--- config.mk ---
export PLATFORM = sky130hd
export DESIGN_NAME = i2c_slave_buffer_fsm_flat
export DESIGN_NICKNAME = d
export VERILOG_FILES = /design/src/design/i2csb_pkg.sv /design/src/design/i2csb_if.sv /design/src/design/i2c_slave_buffer_fsm.sv /design/src/design/i2csb_front.sv /design/src/design/i2csb_queue.sv /design/src/design/i2csb_back.sv /design/src/flat_wrapper.sv
export VERILOG_INCLUDE_DIRS = /design/src /design/src/design
export SDC_FILE = /design/constraint.sdc
export NUM_CORES = 1
export LEC_CHECK = 0
export BUFFER_PORTS_ARGS = -buffer_cell sky130_fd_sc_hd__buf_4
export CAP_MARGIN = 40
export CORE_ASPECT_RATIO = 0.5
export CORE_MARGIN = 4
export CORE_UTILIZATION = 45
export DETAILED_ROUTE_END_ITERATION = 10
export SLEW_MARGIN = 10
export SYNTH_ARGS = -nofsm -noshare
export SYNTH_HDL_FRONTEND = slang
export SYNTH_SLANG_ARGS = --single-unit
--- constraint.sdc ---
create_clock -name i_clk -period 3.5 [get_ports i_clk]
set_input_delay 0.7 -clock i_clk [delete_from_list [all_inputs] [get_ports i_clk]]
set_output_delay 0.7 -clock i_clk [all_outputs]
set_load 0.01 [all_outputs]
--- src/design/i2c_slave_buffer_fsm_macros.svh ---
// Assertion macros for the I2C slave buffer block.
// Included by the top level; needs no package and no other header.
`ifndef I2C_SLAVE_BUFFER_FSM_MACROS_SVH
`define I2C_SLAVE_BUFFER_FSM_MACROS_SVH

`ifndef ASSERT_OFF

// Check that a condition implies another one in the same cycle.
`define I2CSB_ASSERT_IMPLY(label, clk, rst_n, ante, cons, msg) \
    label: assert property (@(posedge clk) disable iff (!rst_n) (ante) |-> (cons)) \
        else $error(msg);

// Check that a condition implies another one in the next cycle.
`define I2CSB_ASSERT_NEXT(label, clk, rst_n, ante, cons, msg) \
    label: assert property (@(posedge clk) disable iff (!rst_n) (ante) |=> (cons)) \
        else $error(msg);

`else

`define I2CSB_ASSERT_IMPLY(label, clk, rst_n, ante, cons, msg)
`define I2CSB_ASSERT_NEXT(label, clk, rst_n, ante, cons, msg)

`endif

`endif

--- src/design/i2csb_pkg.sv ---
// Shared types and constants of the I2C slave buffer block.
// Used by every module of the block; depends on nothing.
package i2csb_pkg;

    // Default buffer depth and fixed field widths
    localparam int BUFFER_DEPTH_DEF = 64;
    localparam int LEN_W            = 7;
    localparam logic [LEN_W-1:0] LEN_RESET = 7'd64;

    // Configuration port
    localparam int   APB_AW            = 3;
    localparam int   APB_DW            = 32;
    localparam logic CFG_BUFFER_LENGTH = 1'b0;

    // Request opcodes
    localparam logic [1:0] OP_EVENT   = 2'd0;
    localparam logic [1:0] OP_HOST_WR = 2'd1;
    localparam logic [1:0] OP_HOST_RD = 2'd2;

    // Peripheral status codes (status2 << 16 | status1)
    localparam logic [23:0] EV_ADDR_WRITE = 24'h020002;
    localparam logic [23:0] EV_ADDR_READ  = 24'h060082;
    localparam logic [23:0] EV_RX_BYTE    = 24'h020040;
    localparam logic [23:0] EV_STOP       = 24'h000010;
    localparam logic [23:0] EV_SENDABLE   = 24'h060080;
    localparam logic [23:0] EV_ACK_FAIL   = 24'h000400;

    localparam logic [7:0] TX_STATUS = 8'h00;
    localparam logic [7:0] TX_PAD    = 8'hff;

    typedef enum logic [2:0] {
        PH_WAIT_MASTER = 3'd0,
        PH_WAIT_CMD    = 3'd1,
        PH_GOT_CMD     = 3'd2,
        PH_RX_DATA     = 3'd3,
        PH_WAIT_SEND   = 3'd4,
        PH_SENT_STATUS = 3'd5,
        PH_TX_DATA     = 3'd6
    } t_phase;

    // Request class as decided by the front end
    typedef enum logic [3:0] {
        K_NOP,
        K_HOST_WR,
        K_HOST_RD,
        K_EV_NONE,
        K_ADDR_WR,
        K_ADDR_RD,
        K_RX,
        K_STOP,
        K_SEND,
        K_ACK_FAIL
    } t_kind;

    typedef struct packed {
        t_kind      kind;
        logic       berr;
        logic [7:0] data;
        logic [5:0] addr;
    } t_req;

endpackage

--- src/design/i2csb_if.sv ---
// Valid/ready channel interfaces of the I2C slave buffer block.
// Request channel in, result channel out; no package needed.
interface i2csb_in_if;
    logic        valid;
    logic        ready;
    logic [1:0]  op;
    logic [23:0] status_word;
    logic        bus_error;
    logic [7:0]  rx_byte;
    logic [5:0]  host_addr;
    logic [7:0]  host_data;

    modport source (
        output valid, op, status_word, bus_error, rx_byte, host_addr, host_data,
        input  ready
    );
    modport sink (
        input  valid, op, status_word, bus_error, rx_byte, host_addr, host_data,
        output ready
    );
endinterface

interface i2csb_out_if;
    logic       valid;
    logic       ready;
    logic       tx_valid;
    logic [7:0] tx_byte;
    logic       command_done;
    logic [7:0] command_byte;
    logic [7:0] read_data;
    logic [2:0] phase;

    modport source (
        output valid, tx_valid, tx_byte, command_done, command_byte, read_data, phase,
        input  ready
    );
    modport sink (
        input  valid, tx_valid, tx_byte, command_done, command_byte, read_data, phase,
        output ready
    );
endinterface

--- src/design/i2c_slave_buffer_fsm.sv ---
// Top level of the I2C slave buffer block: config register and assembly.
// Depends on i2csb_pkg, i2csb_if, i2csb_front, i2csb_queue, i2csb_back, macros header.
//
//   Channel   Dir   Handshake              Carries
//   i_in      in    valid/ready            op, status_word, bus_error, rx_byte,
//                                          host_addr, host_data
//   o_out     out   valid/ready            tx_valid, tx_byte, command_done,
//                                          command_byte, read_data, phase
//   APB       in    psel/penable/pready    buffer_length at offset 0
//
// One request a cycle sustained while o_out is not stalled; a taken request is
// first registered in the queue, then the phase machine and memory port load
// the result register, where the result waits until o_out takes it.
// The single-port buffer memory and the phase register set the rate.
// Reset clears control state and marks every buffer byte invalid (reads 0).
// A stalled output holds the back end; the two-entry queue then fills and
// drops i_in.ready.
`include "i2c_slave_buffer_fsm_macros.svh"

module i2c_slave_buffer_fsm #(
    parameter int BUFFER_DEPTH = i2csb_pkg::BUFFER_DEPTH_DEF
) (
    input  logic                          i_clk,
    input  logic                          i_rst_n,
    i2csb_in_if.sink                      i_in,
    i2csb_out_if.source                   o_out,
    input  logic                          psel,
    input  logic                          penable,
    input  logic                          pwrite,
    input  logic [i2csb_pkg::APB_AW-1:0]  paddr,
    input  logic [i2csb_pkg::APB_DW-1:0]  pwdata,
    output logic [i2csb_pkg::APB_DW-1:0]  prdata,
    output logic                          pready
);

    localparam int LW = i2csb_pkg::LEN_W;

    logic [LW-1:0]   r_buffer_length;
    logic            w_cfg_wr;
    logic            w_cfg_hit;

    logic            w_push;
    logic            w_q_ready;
    i2csb_pkg::t_req w_front_req;
    logic            w_q_valid;
    i2csb_pkg::t_req w_q_req;
    logic            w_pop;

    // Config port: zero-wait APB, one register
    assign pready    = 1'b1;
    assign w_cfg_hit = (paddr[2] == i2csb_pkg::CFG_BUFFER_LENGTH);
    assign w_cfg_wr  = psel && penable && pwrite && pready;
    assign prdata    = w_cfg_hit ? {{(i2csb_pkg::APB_DW - LW){1'b0}}, r_buffer_length} : '0;

    always_ff @(posedge i_clk) begin
        if (!i_rst_n) begin
            r_buffer_length <= i2csb_pkg::LEN_RESET;
        end else if (w_cfg_wr && w_cfg_hit) begin
            r_buffer_length <= pwdata[LW-1:0];
        end
    end

    // Classify requests
    i2csb_front u_front (
        .i_in      (i_in),
        .i_q_ready (w_q_ready),
        .o_push    (w_push),
        .o_req     (w_front_req)
    );

    // Decouple front and back
    i2csb_queue u_queue (
        .i_clk   (i_clk),
        .i_rst_n (i_rst_n),
        .i_push  (w_push),
        .i_req   (w_front_req),
        .o_ready (w_q_ready),
        .i_pop   (w_pop),
        .o_valid (w_q_valid),
        .o_req   (w_q_req)
    );

    // Run the protocol and buffer
    i2csb_back #(
        .BUFFER_DEPTH (BUFFER_DEPTH)
    ) u_back (
        .i_clk           (i_clk),
        .i_rst_n         (i_rst_n),
        .i_req_valid     (w_q_valid),
        .i_req           (w_q_req),
        .o_pop           (w_pop),
        .i_buffer_length (r_buffer_length),
        .o_out           (o_out)
    );

    // A finished write always lands in the wait phase and sends nothing
    `I2CSB_ASSERT_IMPLY(a_done_idle, i_clk, i_rst_n, o_out.valid && o_out.command_done, o_out.phase == i2csb_pkg::PH_WAIT_MASTER && !o_out.tx_valid, "command_done outside wait phase")
    // A loaded byte only comes from a read transfer
    `I2CSB_ASSERT_IMPLY(a_tx_phase, i_clk, i_rst_n, o_out.valid && o_out.tx_valid, o_out.phase == i2csb_pkg::PH_SENT_STATUS || o_out.phase == i2csb_pkg::PH_TX_DATA, "tx byte outside read phases")
    // Hold the back end while the result waits
    `I2CSB_ASSERT_IMPLY(a_hold_stall, i_clk, i_rst_n, o_out.valid && !o_out.ready, !w_pop, "queue popped while result stalled")
    // Every popped request yields a result next cycle
    `I2CSB_ASSERT_NEXT(a_pop_result, i_clk, i_rst_n, w_pop, o_out.valid, "popped request left no result")

endmodule

--- src/design/i2csb_front.sv ---
// Front end: take a request and classify it into a compact command.
// Depends on i2csb_pkg and i2csb_in_if.
module i2csb_front (
    i2csb_in_if.sink          i_in,
    input  logic              i_q_ready,
    output logic              o_push,
    output i2csb_pkg::t_req   o_req
);

    i2csb_pkg::t_kind w_ev_kind;

    assign i_in.ready = i_q_ready;
    assign o_push     = i_in.valid && i_q_ready;

    // Exact match of the status word
    always_comb begin
        unique case (i_in.status_word)
            i2csb_pkg::EV_ADDR_WRITE: w_ev_kind = i2csb_pkg::K_ADDR_WR;
            i2csb_pkg::EV_ADDR_READ:  w_ev_kind = i2csb_pkg::K_ADDR_RD;
            i2csb_pkg::EV_RX_BYTE:    w_ev_kind = i2csb_pkg::K_RX;
            i2csb_pkg::EV_STOP:       w_ev_kind = i2csb_pkg::K_STOP;
            i2csb_pkg::EV_SENDABLE:   w_ev_kind = i2csb_pkg::K_SEND;
            i2csb_pkg::EV_ACK_FAIL:   w_ev_kind = i2csb_pkg::K_ACK_FAIL;
            default:                  w_ev_kind = i2csb_pkg::K_EV_NONE;
        endcase
    end

    always_comb begin
        o_req.addr = i_in.host_addr;
        o_req.data = i_in.rx_byte;
        o_req.berr = 1'b0;
        unique case (i_in.op)
            i2csb_pkg::OP_EVENT: begin
                o_req.kind = w_ev_kind;
                o_req.berr = i_in.bus_error;
            end
            i2csb_pkg::OP_HOST_WR: begin
                o_req.kind = i2csb_pkg::K_HOST_WR;
                o_req.data = i_in.host_data;
            end
            i2csb_pkg::OP_HOST_RD: o_req.kind = i2csb_pkg::K_HOST_RD;
            default:               o_req.kind = i2csb_pkg::K_NOP;
        endcase
    end

endmodule

--- src/design/i2csb_queue.sv ---
// Two-entry command queue between the front and back ends.
// Depends on i2csb_pkg for the command type.
module i2csb_queue (
    input  logic            i_clk,
    input  logic            i_rst_n,
    input  logic            i_push,
    input  i2csb_pkg::t_req i_req,
    output logic            o_ready,
    input  logic            i_pop,
    output logic            o_valid,
    output i2csb_pkg::t_req o_req
);

    i2csb_pkg::t_req r_slot [2];
    logic            r_wp;
    logic            r_rp;
    logic [1:0]      r_cnt;
    logic [1:0]      n_cnt;

    assign o_ready = (r_cnt != 2'd2);
    assign o_valid = (r_cnt != 2'd0);
    assign o_req   = r_slot[r_rp];

    always_comb begin
        n_cnt = r_cnt;
        if (i_push && !i_pop) begin
            n_cnt = r_cnt + 2'd1;
        end else if (!i_push && i_pop) begin
            n_cnt = r_cnt - 2'd1;
        end
    end

    always_ff @(posedge i_clk) begin
        if (!i_rst_n) begin
            r_wp  <= 1'b0;
            r_rp  <= 1'b0;
            r_cnt <= 2'd0;
        end else begin
            r_cnt <= n_cnt;
            if (i_push) begin
                r_wp <= ~r_wp;
            end
            if (i_pop) begin
                r_rp <= ~r_rp;
            end
        end
    end

    always_ff @(posedge i_clk) begin
        if (i_push) begin
            r_slot[r_wp] <= i_req;
        end
    end

endmodule

--- src/design/i2csb_back.sv ---
// Back end: phase machine, pointers, buffer memory and result register.
// Depends on i2csb_pkg and i2csb_out_if.
module i2csb_back #(
    parameter int BUFFER_DEPTH = i2csb_pkg::BUFFER_DEPTH_DEF
) (
    input  logic                          i_clk,
    input  logic                          i_rst_n,
    input  logic                          i_req_valid,
    input  i2csb_pkg::t_req               i_req,
    output logic                          o_pop,
    input  logic [i2csb_pkg::LEN_W-1:0]   i_buffer_length,
    i2csb_out_if.source                   o_out
);

    localparam int LW = i2csb_pkg::LEN_W;
    localparam int IW = $clog2(BUFFER_DEPTH + 1);
    localparam int AW = (BUFFER_DEPTH > 1) ? $clog2(BUFFER_DEPTH) : 1;
    localparam logic [LW-1:0] LEFT_RESET =
        (BUFFER_DEPTH < int'(i2csb_pkg::LEN_RESET)) ? LW'(BUFFER_DEPTH) : i2csb_pkg::LEN_RESET;

    // Protocol state
    i2csb_pkg::t_phase r_phase, n_phase, w_base;
    logic [7:0]        r_cmd, n_cmd;
    logic [IW-1:0]     r_idx, n_idx;
    logic [LW-1:0]     r_left, n_left;
    logic              w_enter;

    // Buffer memory
    logic [7:0]              r_mem [BUFFER_DEPTH];
    logic [BUFFER_DEPTH-1:0] r_valid;
    logic [7:0]              r_mem_q;
    logic                    w_we, w_re;
    logic [AW-1:0]           w_wa, w_ra;

    // Result register
    logic       r_out_valid;
    logic       r_tx_valid, n_tx_valid;
    logic       r_tx_mem, n_tx_mem;
    logic [7:0] r_tx_const, n_tx_const;
    logic       r_done, n_done;
    logic [7:0] r_cmd_out, n_cmd_out;
    logic       r_rd_mem, n_rd_mem;
    logic [2:0] r_out_phase;

    logic          w_adv;
    logic          w_can;
    logic          w_host_ok;
    logic [LW-1:0] w_active;

    assign w_adv     = i_req_valid && (!r_out_valid || o_out.ready);
    assign o_pop     = w_adv;
    assign w_base    = i_req.berr ? i2csb_pkg::PH_WAIT_MASTER : r_phase;
    assign w_can     = (r_left != '0) && (int'(r_idx) < BUFFER_DEPTH);
    assign w_host_ok = (int'(i_req.addr) < BUFFER_DEPTH);

    always_comb begin
        if (int'(i_buffer_length) < BUFFER_DEPTH) begin
            w_active = i_buffer_length;
        end else begin
            w_active = LW'(BUFFER_DEPTH);
        end
    end

    // Next phase
    always_comb begin
        n_phase = r_phase;
        w_enter = 1'b0;
        unique case (i_req.kind) inside
            i2csb_pkg::K_ADDR_WR: begin
                if (w_base == i2csb_pkg::PH_WAIT_MASTER) n_phase = i2csb_pkg::PH_WAIT_CMD;
                else w_enter = 1'b1;
            end
            i2csb_pkg::K_ADDR_RD: begin
                if (w_base == i2csb_pkg::PH_WAIT_MASTER) n_phase = i2csb_pkg::PH_WAIT_SEND;
                else w_enter = 1'b1;
            end
            i2csb_pkg::K_RX: begin
                if (w_base == i2csb_pkg::PH_WAIT_CMD) begin
                    n_phase = i2csb_pkg::PH_GOT_CMD;
                end else if (w_base == i2csb_pkg::PH_GOT_CMD ||
                             w_base == i2csb_pkg::PH_RX_DATA) begin
                    n_phase = i2csb_pkg::PH_RX_DATA;
                end else begin
                    w_enter = 1'b1;
                end
            end
            i2csb_pkg::K_SEND: begin
                if (w_base == i2csb_pkg::PH_WAIT_SEND) begin
                    n_phase = i2csb_pkg::PH_SENT_STATUS;
                end else if (w_base == i2csb_pkg::PH_SENT_STATUS ||
                             w_base == i2csb_pkg::PH_TX_DATA) begin
                    n_phase = i2csb_pkg::PH_TX_DATA;
                end else begin
                    w_enter = 1'b1;
                end
            end
            i2csb_pkg::K_STOP, i2csb_pkg::K_ACK_FAIL: w_enter = 1'b1;
            i2csb_pkg::K_EV_NONE: n_phase = w_base;
            default: n_phase = r_phase;
        endcase
        if (w_enter) begin
            n_phase = i2csb_pkg::PH_WAIT_MASTER;
        end
    end

    // Pointers, memory access and result
    always_comb begin
        n_cmd      = r_cmd;
        n_idx      = r_idx;
        n_left     = r_left;
        w_we       = 1'b0;
        w_wa       = AW'(i_req.addr);
        w_re       = 1'b0;
        w_ra       = AW'(i_req.addr);
        n_tx_valid = 1'b0;
        n_tx_mem   = 1'b0;
        n_tx_const = 8'h00;
        n_done     = 1'b0;
        n_cmd_out  = 8'h00;
        n_rd_mem   = 1'b0;
        case (i_req.kind)
            i2csb_pkg::K_HOST_WR: w_we = w_host_ok;
            i2csb_pkg::K_HOST_RD: begin
                w_re     = w_host_ok;
                n_rd_mem = w_host_ok;
            end
            i2csb_pkg::K_RX: begin
                if (w_base == i2csb_pkg::PH_WAIT_CMD) begin
                    n_cmd = i_req.data;
                end else if ((w_base == i2csb_pkg::PH_GOT_CMD ||
                              w_base == i2csb_pkg::PH_RX_DATA) && w_can) begin
                    w_we   = 1'b1;
                    w_wa   = r_idx[AW-1:0];
                    n_idx  = r_idx + IW'(1);
                    n_left = r_left - LW'(1);
                end
            end
            i2csb_pkg::K_STOP: begin
                if (w_base == i2csb_pkg::PH_GOT_CMD || w_base == i2csb_pkg::PH_RX_DATA) begin
                    n_done    = 1'b1;
                    n_cmd_out = r_cmd;
                end
            end
            i2csb_pkg::K_SEND: begin
                if (w_base == i2csb_pkg::PH_WAIT_SEND) begin
                    n_tx_valid = 1'b1;
                    n_tx_const = i2csb_pkg::TX_STATUS;
                end else if (w_base == i2csb_pkg::PH_SENT_STATUS ||
                             w_base == i2csb_pkg::PH_TX_DATA) begin
                    n_tx_valid = 1'b1;
                    if (w_can) begin
                        w_re     = 1'b1;
                        w_ra     = r_idx[AW-1:0];
                        n_tx_mem = 1'b1;
                        n_idx    = r_idx + IW'(1);
                        n_left   = r_left - LW'(1);
                    end else begin
                        n_tx_const = i2csb_pkg::TX_PAD;
                    end
                end
            end
            default: ;
        endcase
        if (w_enter) begin
            n_cmd  = 8'h00;
            n_idx  = '0;
            n_left = w_active;
        end
    end

    always_ff @(posedge i_clk) begin
        if (!i_rst_n) begin
            r_phase     <= i2csb_pkg::PH_WAIT_MASTER;
            r_cmd       <= 8'h00;
            r_idx       <= '0;
            r_left      <= LEFT_RESET;
            r_valid     <= '0;
            r_out_valid <= 1'b0;
        end else begin
            if (w_adv) begin
                r_phase     <= n_phase;
                r_cmd       <= n_cmd;
                r_idx       <= n_idx;
                r_left      <= n_left;
                r_out_valid <= 1'b1;
                if (w_we) begin
                    r_valid[w_wa] <= 1'b1;
                end
            end else if (o_out.ready) begin
                r_out_valid <= 1'b0;
            end
        end
    end

    // Memory: at most one write or one registered read per request
    always_ff @(posedge i_clk) begin
        if (w_adv && w_we) begin
            r_mem[w_wa] <= i_req.data;
        end
        if (w_adv && w_re) begin
            r_mem_q <= r_valid[w_ra] ? r_mem[w_ra] : 8'h00;
        end
    end

    always_ff @(posedge i_clk) begin
        if (w_adv) begin
            r_tx_valid  <= n_tx_valid;
            r_tx_mem    <= n_tx_mem;
            r_tx_const  <= n_tx_const;
            r_done      <= n_done;
            r_cmd_out   <= n_cmd_out;
            r_rd_mem    <= n_rd_mem;
            r_out_phase <= n_phase;
        end
    end

    assign o_out.valid        = r_out_valid;
    assign o_out.tx_valid     = r_tx_valid;
    assign o_out.tx_byte      = r_tx_mem ? r_mem_q : r_tx_const;
    assign o_out.command_done = r_done;
    assign o_out.command_byte = r_cmd_out;
    assign o_out.read_data    = r_rd_mem ? r_mem_q : 8'h00;
    assign o_out.phase        = r_out_phase;

endmodule
--- src/flat_wrapper.sv ---
// flat-port wrapper written by rule: the top's interface ports become plain ports
module i2c_slave_buffer_fsm_flat 
#(
    parameter int BUFFER_DEPTH = i2csb_pkg::BUFFER_DEPTH_DEF
)
  (i_clk, i_rst_n, psel, penable, pwrite, paddr, pwdata, prdata, pready, i_in_valid, i_in_op, i_in_status_word, i_in_bus_error, i_in_rx_byte, i_in_host_addr, i_in_host_data, i_in_ready, o_out_valid, o_out_tx_valid, o_out_tx_byte, o_out_command_done, o_out_command_byte, o_out_read_data, o_out_phase, o_out_ready);
  i2csb_in_if i_in_i ();
  i2csb_out_if o_out_i ();
  input  logic i_clk;
  input  logic i_rst_n;
  input  logic psel;
  input  logic penable;
  input  logic pwrite;
  input  logic [i2csb_pkg::APB_AW-1:0] paddr;
  input  logic [i2csb_pkg::APB_DW-1:0] pwdata;
  output logic [i2csb_pkg::APB_DW-1:0] prdata;
  output logic pready;
  input wire logic [$bits(i_in_i.valid)-1:0] i_in_valid;
  input wire logic [$bits(i_in_i.op)-1:0] i_in_op;
  input wire logic [$bits(i_in_i.status_word)-1:0] i_in_status_word;
  input wire logic [$bits(i_in_i.bus_error)-1:0] i_in_bus_error;
  input wire logic [$bits(i_in_i.rx_byte)-1:0] i_in_rx_byte;
  input wire logic [$bits(i_in_i.host_addr)-1:0] i_in_host_addr;
  input wire logic [$bits(i_in_i.host_data)-1:0] i_in_host_data;
  output wire logic [$bits(i_in_i.ready)-1:0] i_in_ready;
  output wire logic [$bits(o_out_i.valid)-1:0] o_out_valid;
  output wire logic [$bits(o_out_i.tx_valid)-1:0] o_out_tx_valid;
  output wire logic [$bits(o_out_i.tx_byte)-1:0] o_out_tx_byte;
  output wire logic [$bits(o_out_i.command_done)-1:0] o_out_command_done;
  output wire logic [$bits(o_out_i.command_byte)-1:0] o_out_command_byte;
  output wire logic [$bits(o_out_i.read_data)-1:0] o_out_read_data;
  output wire logic [$bits(o_out_i.phase)-1:0] o_out_phase;
  input wire logic [$bits(o_out_i.ready)-1:0] o_out_ready;
  assign i_in_i.valid = i_in_valid;
  assign i_in_i.op = i_in_op;
  assign i_in_i.status_word = i_in_status_word;
  assign i_in_i.bus_error = i_in_bus_error;
  assign i_in_i.rx_byte = i_in_rx_byte;
  assign i_in_i.host_addr = i_in_host_addr;
  assign i_in_i.host_data = i_in_host_data;
  assign i_in_ready = i_in_i.ready;
  assign o_out_valid = o_out_i.valid;
  assign o_out_tx_valid = o_out_i.tx_valid;
  assign o_out_tx_byte = o_out_i.tx_byte;
  assign o_out_command_done = o_out_i.command_done;
  assign o_out_command_byte = o_out_i.command_byte;
  assign o_out_read_data = o_out_i.read_data;
  assign o_out_phase = o_out_i.phase;
  assign o_out_i.ready = o_out_ready;
  i2c_slave_buffer_fsm #(.BUFFER_DEPTH(BUFFER_DEPTH)) u_core (.i_clk(i_clk), .i_rst_n(i_rst_n), .i_in(i_in_i), .o_out(o_out_i), .psel(psel), .penable(penable), .pwrite(pwrite), .paddr(paddr), .pwdata(pwdata), .prdata(prdata), .pready(pready));
endmodule
==> results of run 1 <==
critical path: stages, from the launching register on:
cell      delay, ps
edfxtp_1        440
nor3b_2         260
buf_4           170
o22ai_4         100
buf_12          170
nor4_4          230
buf_4           210
nor2_4           80
buf_4           160
buf_12          150
buf_4           190
a211oi_1        270
a211o_1         150
nand4_1         270
nand4_1         230
nor3_2           50
per-stage QoR:
stage	instances	hold slack, ps	area (sq um)	setup WS, ps	utilization
2_1_floorplan	2437	433	30700	192	-
3_3_place_gp	3452	439	33700	-237	0.502
3_5_place_dp	3457	445	33800	-281	0.504
4_1_cts	3575	249	35800	46.7	0.533
5_1_grt	3585	254	36000	-15.5	0.536
6_report	3585	284	36000	106	0.536
what timing repair did:
| item | 4_1_cts | 5_1_grt |
|---|---|---|
| cloned | 0 | 2 |
| pin swaps | 1 | 4 |
| buffers inserted | 1 | 8 |
| hold endpoints to repair | 0 | 0 |
| setup endpoints to repair | 206 | 176 |
| resized for setup | 3 | 18 |
per-layer routing:
layer / track usage / share of wire / vias up / wire [microns]
li1: - / - / 9719 / -
met1: 0.354 / 0.46 / 10718 / 39700
met2: 0.356 / 0.44 / 931 / 38000
met3: 0.0408 / 0.083 / 121 / 7190
met4: 0.0626 / 0.025 / 0 / 2160
met5: 0 / 0 / - / 0
layout make-up:
class,count,area (sq um),area share
Sequential cell,676,19300,0.535
Multi-Input combinational cell,1534,10500,0.291
Timing Repair Buffer,349,3120,0.0866
Clock buffer,86,1770,0.0491
Tap cell,897,1120,0.0312
Clock inverter,31,206,0.00573
Inverter,12,45.0,0.00125
power groups by stage:
stage | Sequential [mW] | Clock (mW) | Combinational (mW)
2_1_floorplan | 9.83 | 0 | 3.94
6_report | 9.67 | 6.71 | 7.23
4_1_cts | 9.66 | 6.80 | 7.05
3_3_place_gp | 9.83 | 0 | 6.87
5_1_grt | 9.69 | 7.15 | 7.68
3_5_place_dp | 9.83 | 0 | 7.02
cell families after synthesis:
group	after synthesis	share of synthesized area
flops	676	0.630
compound gates	582	0.148
fa+ha+maj	4	0.00163
xor+xnor	10	0.00286
simple gates	705	0.109
other cells	2	0.000245
buf+inv	227	0.0369
mux	207	0.0714
sequential cells by signal, indices dropped and copies added (netlist names), 7 cells and up, named ones only:
signal	flops
u_core.r_buffer_length	7
u_core.u_back.o_out.command_byte	8
u_core.u_back.r_cmd	8
u_core.u_back.r_idx	7
u_core.u_back.r_left	7
u_core.u_back.r_mem	512
u_core.u_back.r_mem_q	8
u_core.u_back.r_valid	64
u_core.u_queue.r_slot	38
placed cells by master (no fill, tap or decap), types with 30 or more instances in the layout:
cell type	instances
nor2_1	182
a32oi_1	65
o21a_1	123
o21ai_0	51
clkbuf_16	69
nand2b_1	68
a211oi_1	89
dfxtp_1	100
nand2_1	264
edfxtp_1	574
buf_12	35
a211o_1	49
mux2i_1	130
buf_4	310
nand3_1	44
mux2_2	66
nand4_1	31
o221ai_1	30
a2111oi_0	62
a31oi_1	37
final timing paths:
check,from,end,slack [ps],depth (start not counted)
hold / removal,i_in_host_addr[3],u_core.u_queue.r_slot[0][3],280,1
hold reg to reg,u_core.u_back.r_valid[1],u_core.u_back.r_valid[1],470,1
setup / recovery,u_core.u_queue.r_slot[0][17],u_core.u_back.r_mem_q[2],110,15
setup reg to reg,u_core.u_queue.r_slot[0][17],u_core.u_back.r_mem_q[2],110,15
==> reports/metrics.cfg, run 1 <==
[global_routing]
grt_pass1_vias=20538
grt_use_total=0.236
antenna_found_initial=1
grt_pass1_wl_mm=129
overflow=0
grt_max_degree=66

[synth]
avgSynthCellArea_sq_um=12.7
yosysMostFrequentCell=edfxtp_1
synthDominantCellAreaShare=0.563
ys_async_sr_fraction=0
synth_top_cell_by_area=edfxtp_1
syn-cell-area_sq_um=30600
synthTopCellsByCount=574 x edfxtp_1, 267 x nand2_1, 183 x nor2_1
synthTopCellsByArea=edfxtp_1 56%, dfxtp_1 6.7%, mux2i_1 4.4%
yosysSeqAreaShare=0.630
synth_edf_count=574
synth_cells=2413
synth_top_flop_cell=edfxtp_1
synth.distinct_cells=81
ys_warn_count=0
synth_seq_cells=676

[timing]
setup-tns-final_ps=0
drv_slew=0
worstMarginPinSlew_ps=951
period_needed_ps=3390
max_clock_freq_mhz=295
clock_skew_ps=26.6
finalCritPeriodShare=0.970
setup_violations=0
relSlewSlack=0.366
rsz0062_at_grt=yes
final_hold_viol_count=0

[routing]
drtIter0Drc=2179
first_pass_iters=5
antenna_left=0
wl_per_cell_microns=24.3
vias=21489
viasPerCell=5.99
drc=0
routed_wl_mm=87.1

[placed_design]
portBuffers=101
dp_hpwl_mm=55.8
gp_congestion=0.867

[power_and_ir_drop]
p_seq_frac=0.409
fin_total_pwr_mw=23.6
switching_share=0.330
power_frac_comb=0.306
leakage_nw=12.6
p_int_mw=15.8
power.density_nw_per_um2=655
ir_drop_v=0.000497
netSwitchingPower_mw=7.80
pwr-share-clk=0.284

[worst_setup_path]
crit_type=reg -> reg
cp_data_required_time_ps=3860
cp-start-kind=flip-flop
crit_path_end_kind=flip-flop
critPathArrivalTime_ps=3760
cp_max_fo=13

[floorplan]
coreArea_sq_um=67100
die_w_microns=377
die_y_microns=192
fp-row-count=67
initial_core_util=0.456
io-pin-count=155
die_area_sq_um=72500

[cells_and_area]
nets=2734
fill_cells=5609
drive_above_1_share=0.211
diodes=0
areaGrowthSynthToFinish_pct=17.7

[hold_path]
min_path_type=in -> reg

[clock_tree]
clockBufferDepth=3
cts.sinks=676
cts_tree=built
root_buffer=clkbuf_16
htree_levels=3
clock_latency_ps=620
postCtsHoldBufs=0
clk_pin_slew_ps=60
cts_made_buffers=66

[outcome]
status=finished, final reports clean

[job]
maxCapViolCount=0

Power figures use the tool's default switching activity.
==> inputs of run 2 (changes only) <==
- REMOVE_ABC_BUFFERS: default -> 1
==> run 2 against run 1 <==
Compared with the run above:
- hold slack got worse by 40 ps
- sequential share of layout area rose by 0.23 points
- global-route usage decreased by 0.62 points
- design area shrank 0.42%
- sequential power about the same
- critical path type unchanged
==> reports/metrics.cfg, run 2 (synthesis gave the netlist of run 1 again) <==
[outcome]
status=finished, final reports clean

[job]
maxCapViolCount=0

[clock_tree]
clk_pin_slew_ps=70
cts.sinks=676
clock_latency_ps=640
cts_tree=built
htree_levels=2
cts_made_buffers=61
postCtsHoldBufs=0
clockBufferDepth=3
root_buffer=clkbuf_16

[power_and_ir_drop]
ir_drop_v=0.000500
pwr-share-clk=0.280
fin_total_pwr_mw=23.3
netSwitchingPower_mw=7.69
power_frac_comb=0.305
power.density_nw_per_um2=651
leakage_nw=12.5
p_int_mw=15.6
switching_share=0.329
p_seq_frac=0.415

[timing]
final_hold_viol_count=0
relSlewSlack=0.393
worstMarginPinSlew_ps=911
period_needed_ps=3420
drv_slew=0
finalCritPeriodShare=0.977
setup_violations=0
setup-tns-final_ps=0
rsz0062_at_grt=yes
fin_hold_ws_ps=244
clock_skew_ps=11.4
max_clock_freq_mhz=292

[global_routing]
grt_pass1_wl_mm=127
overflow=0
grt_use_total=0.230
grt_pass1_vias=19930
antenna_found_initial=0
grt_max_degree=66

[floorplan]
die_w_microns=377
initial_core_util=0.456
die_y_microns=192
fp-row-count=67
coreArea_sq_um=67100
io-pin-count=155
die_area_sq_um=72500

[placed_design]
portBuffers=101
gp_congestion=0.834
placed_area_sq_um=33700
dp_hpwl_mm=53.7

[worst_setup_path]
crit_type=reg -> reg
critPathArrivalTime_ps=3920
cp-start-kind=flip-flop
cp_max_fo=10
cp_data_required_time_ps=4000
crit_path_end_kind=flip-flop

[cells_and_area]
top_register=u_core.u_back.r_mem
final_common_cell=edfxtp_1
areaGrowthSynthToFinish_pct=17.2
nets=2718
final_area_sq_um=35900
top_regs=u_core.u_back.r_mem x512, u_core.u_back.r_valid x64, u_core.u_queue.r_slot x38
fill_cells=5609
final_cell_mix=574 x edfxtp_1, 302 x buf_4, 263 x nand2_1
largest_reg_flops=512
drive_above_1_share=0.212

[routing]
viasPerCell=5.94
antenna_left=0
wl_per_cell_microns=23.8
routed_wl_mm=85.2
drc=0
first_pass_iters=5
vias=21247
drtIter0Drc=2130

[hold_path]
min_path_type=in -> reg

run 2: worst paths after layout:
kind | cells past startpoint | slack (ps) | start | to
worst min register to register | 1 | 460 | u_core.u_back.r_valid[29] | u_core.u_back.r_valid[29]
worst min-delay path | 1 | 240 | i_in_host_addr[0] | u_core.u_queue.r_slot[1][0]
worst max register to register | 11 | 80 | flip-flop | u_core.u_back.r_mem_q[6]
worst max-delay path | 11 | 80 | flip-flop | u_core.u_back.r_mem_q[6]
run 2: power groups by stage:
stage	Sequential (mW)	Combinational, mW	Clock (mW)
after floorplan	9.86	3.68	0
after global placement	9.84	6.82	0
after detailed placement	9.84	6.90	0
after CTS	9.68	6.95	6.62
after global routing	9.69	7.57	7.01
final	9.68	7.12	6.54
run 2: final cells by class:
class / instances / area, sq um / area share
inverter: 12 / 45.0 / 0.00126
multi-input combinational: 1534 / 10500 / 0.293
timing repair buffer: 338 / 2980 / 0.0831
clock inverter: 29 / 224 / 0.00624
antenna: 1 / 2.50 / 0.0000698
clock buffer: 87 / 1690 / 0.0472
sequential: 676 / 19300 / 0.538
tap: 897 / 1120 / 0.0313
run 2: worst max-delay path: stages (launching register included):
cell and delay (ps):
dfxtp_2 420, mux2i_4 290, buf_4 200, nand4b_1 160
a211oi_4 340, mux2_4 440, buf_4 180, a211oi_1 370
nor4b_1 110, buf_4 160, or4_1 480, nor3_2 110
run 2: through the flow:
stage | worst slack, ps | utilization | std cells
6_report | 80.2 | 0.534 | 3574
5_1_grt | -15.0 | 0.534 | 3573
4_1_cts | 1.73 | 0.531 | 3562
3_5_place_dp | -231 | 0.502 | 3445
3_3_place_gp | -205 | 0.501 | 3443
2_1_floorplan | -5620 | - | 2222
run 2: layer usage:
metal,part of all wire,global-route usage
met5,0,0
met4,0.020,0.0557
met2,0.44,0.349
met1,0.46,0.347
met3,0.074,0.0363
run 2: repair_timing:
| item | in CTS | in global routing |
|---|---|---|
| pin swaps | 1 | 3 |
| endpoints found under the setup margin | 173 | 515 |
| setup buffers | 1 | 11 |
| resized for setup | 8 | 24 |
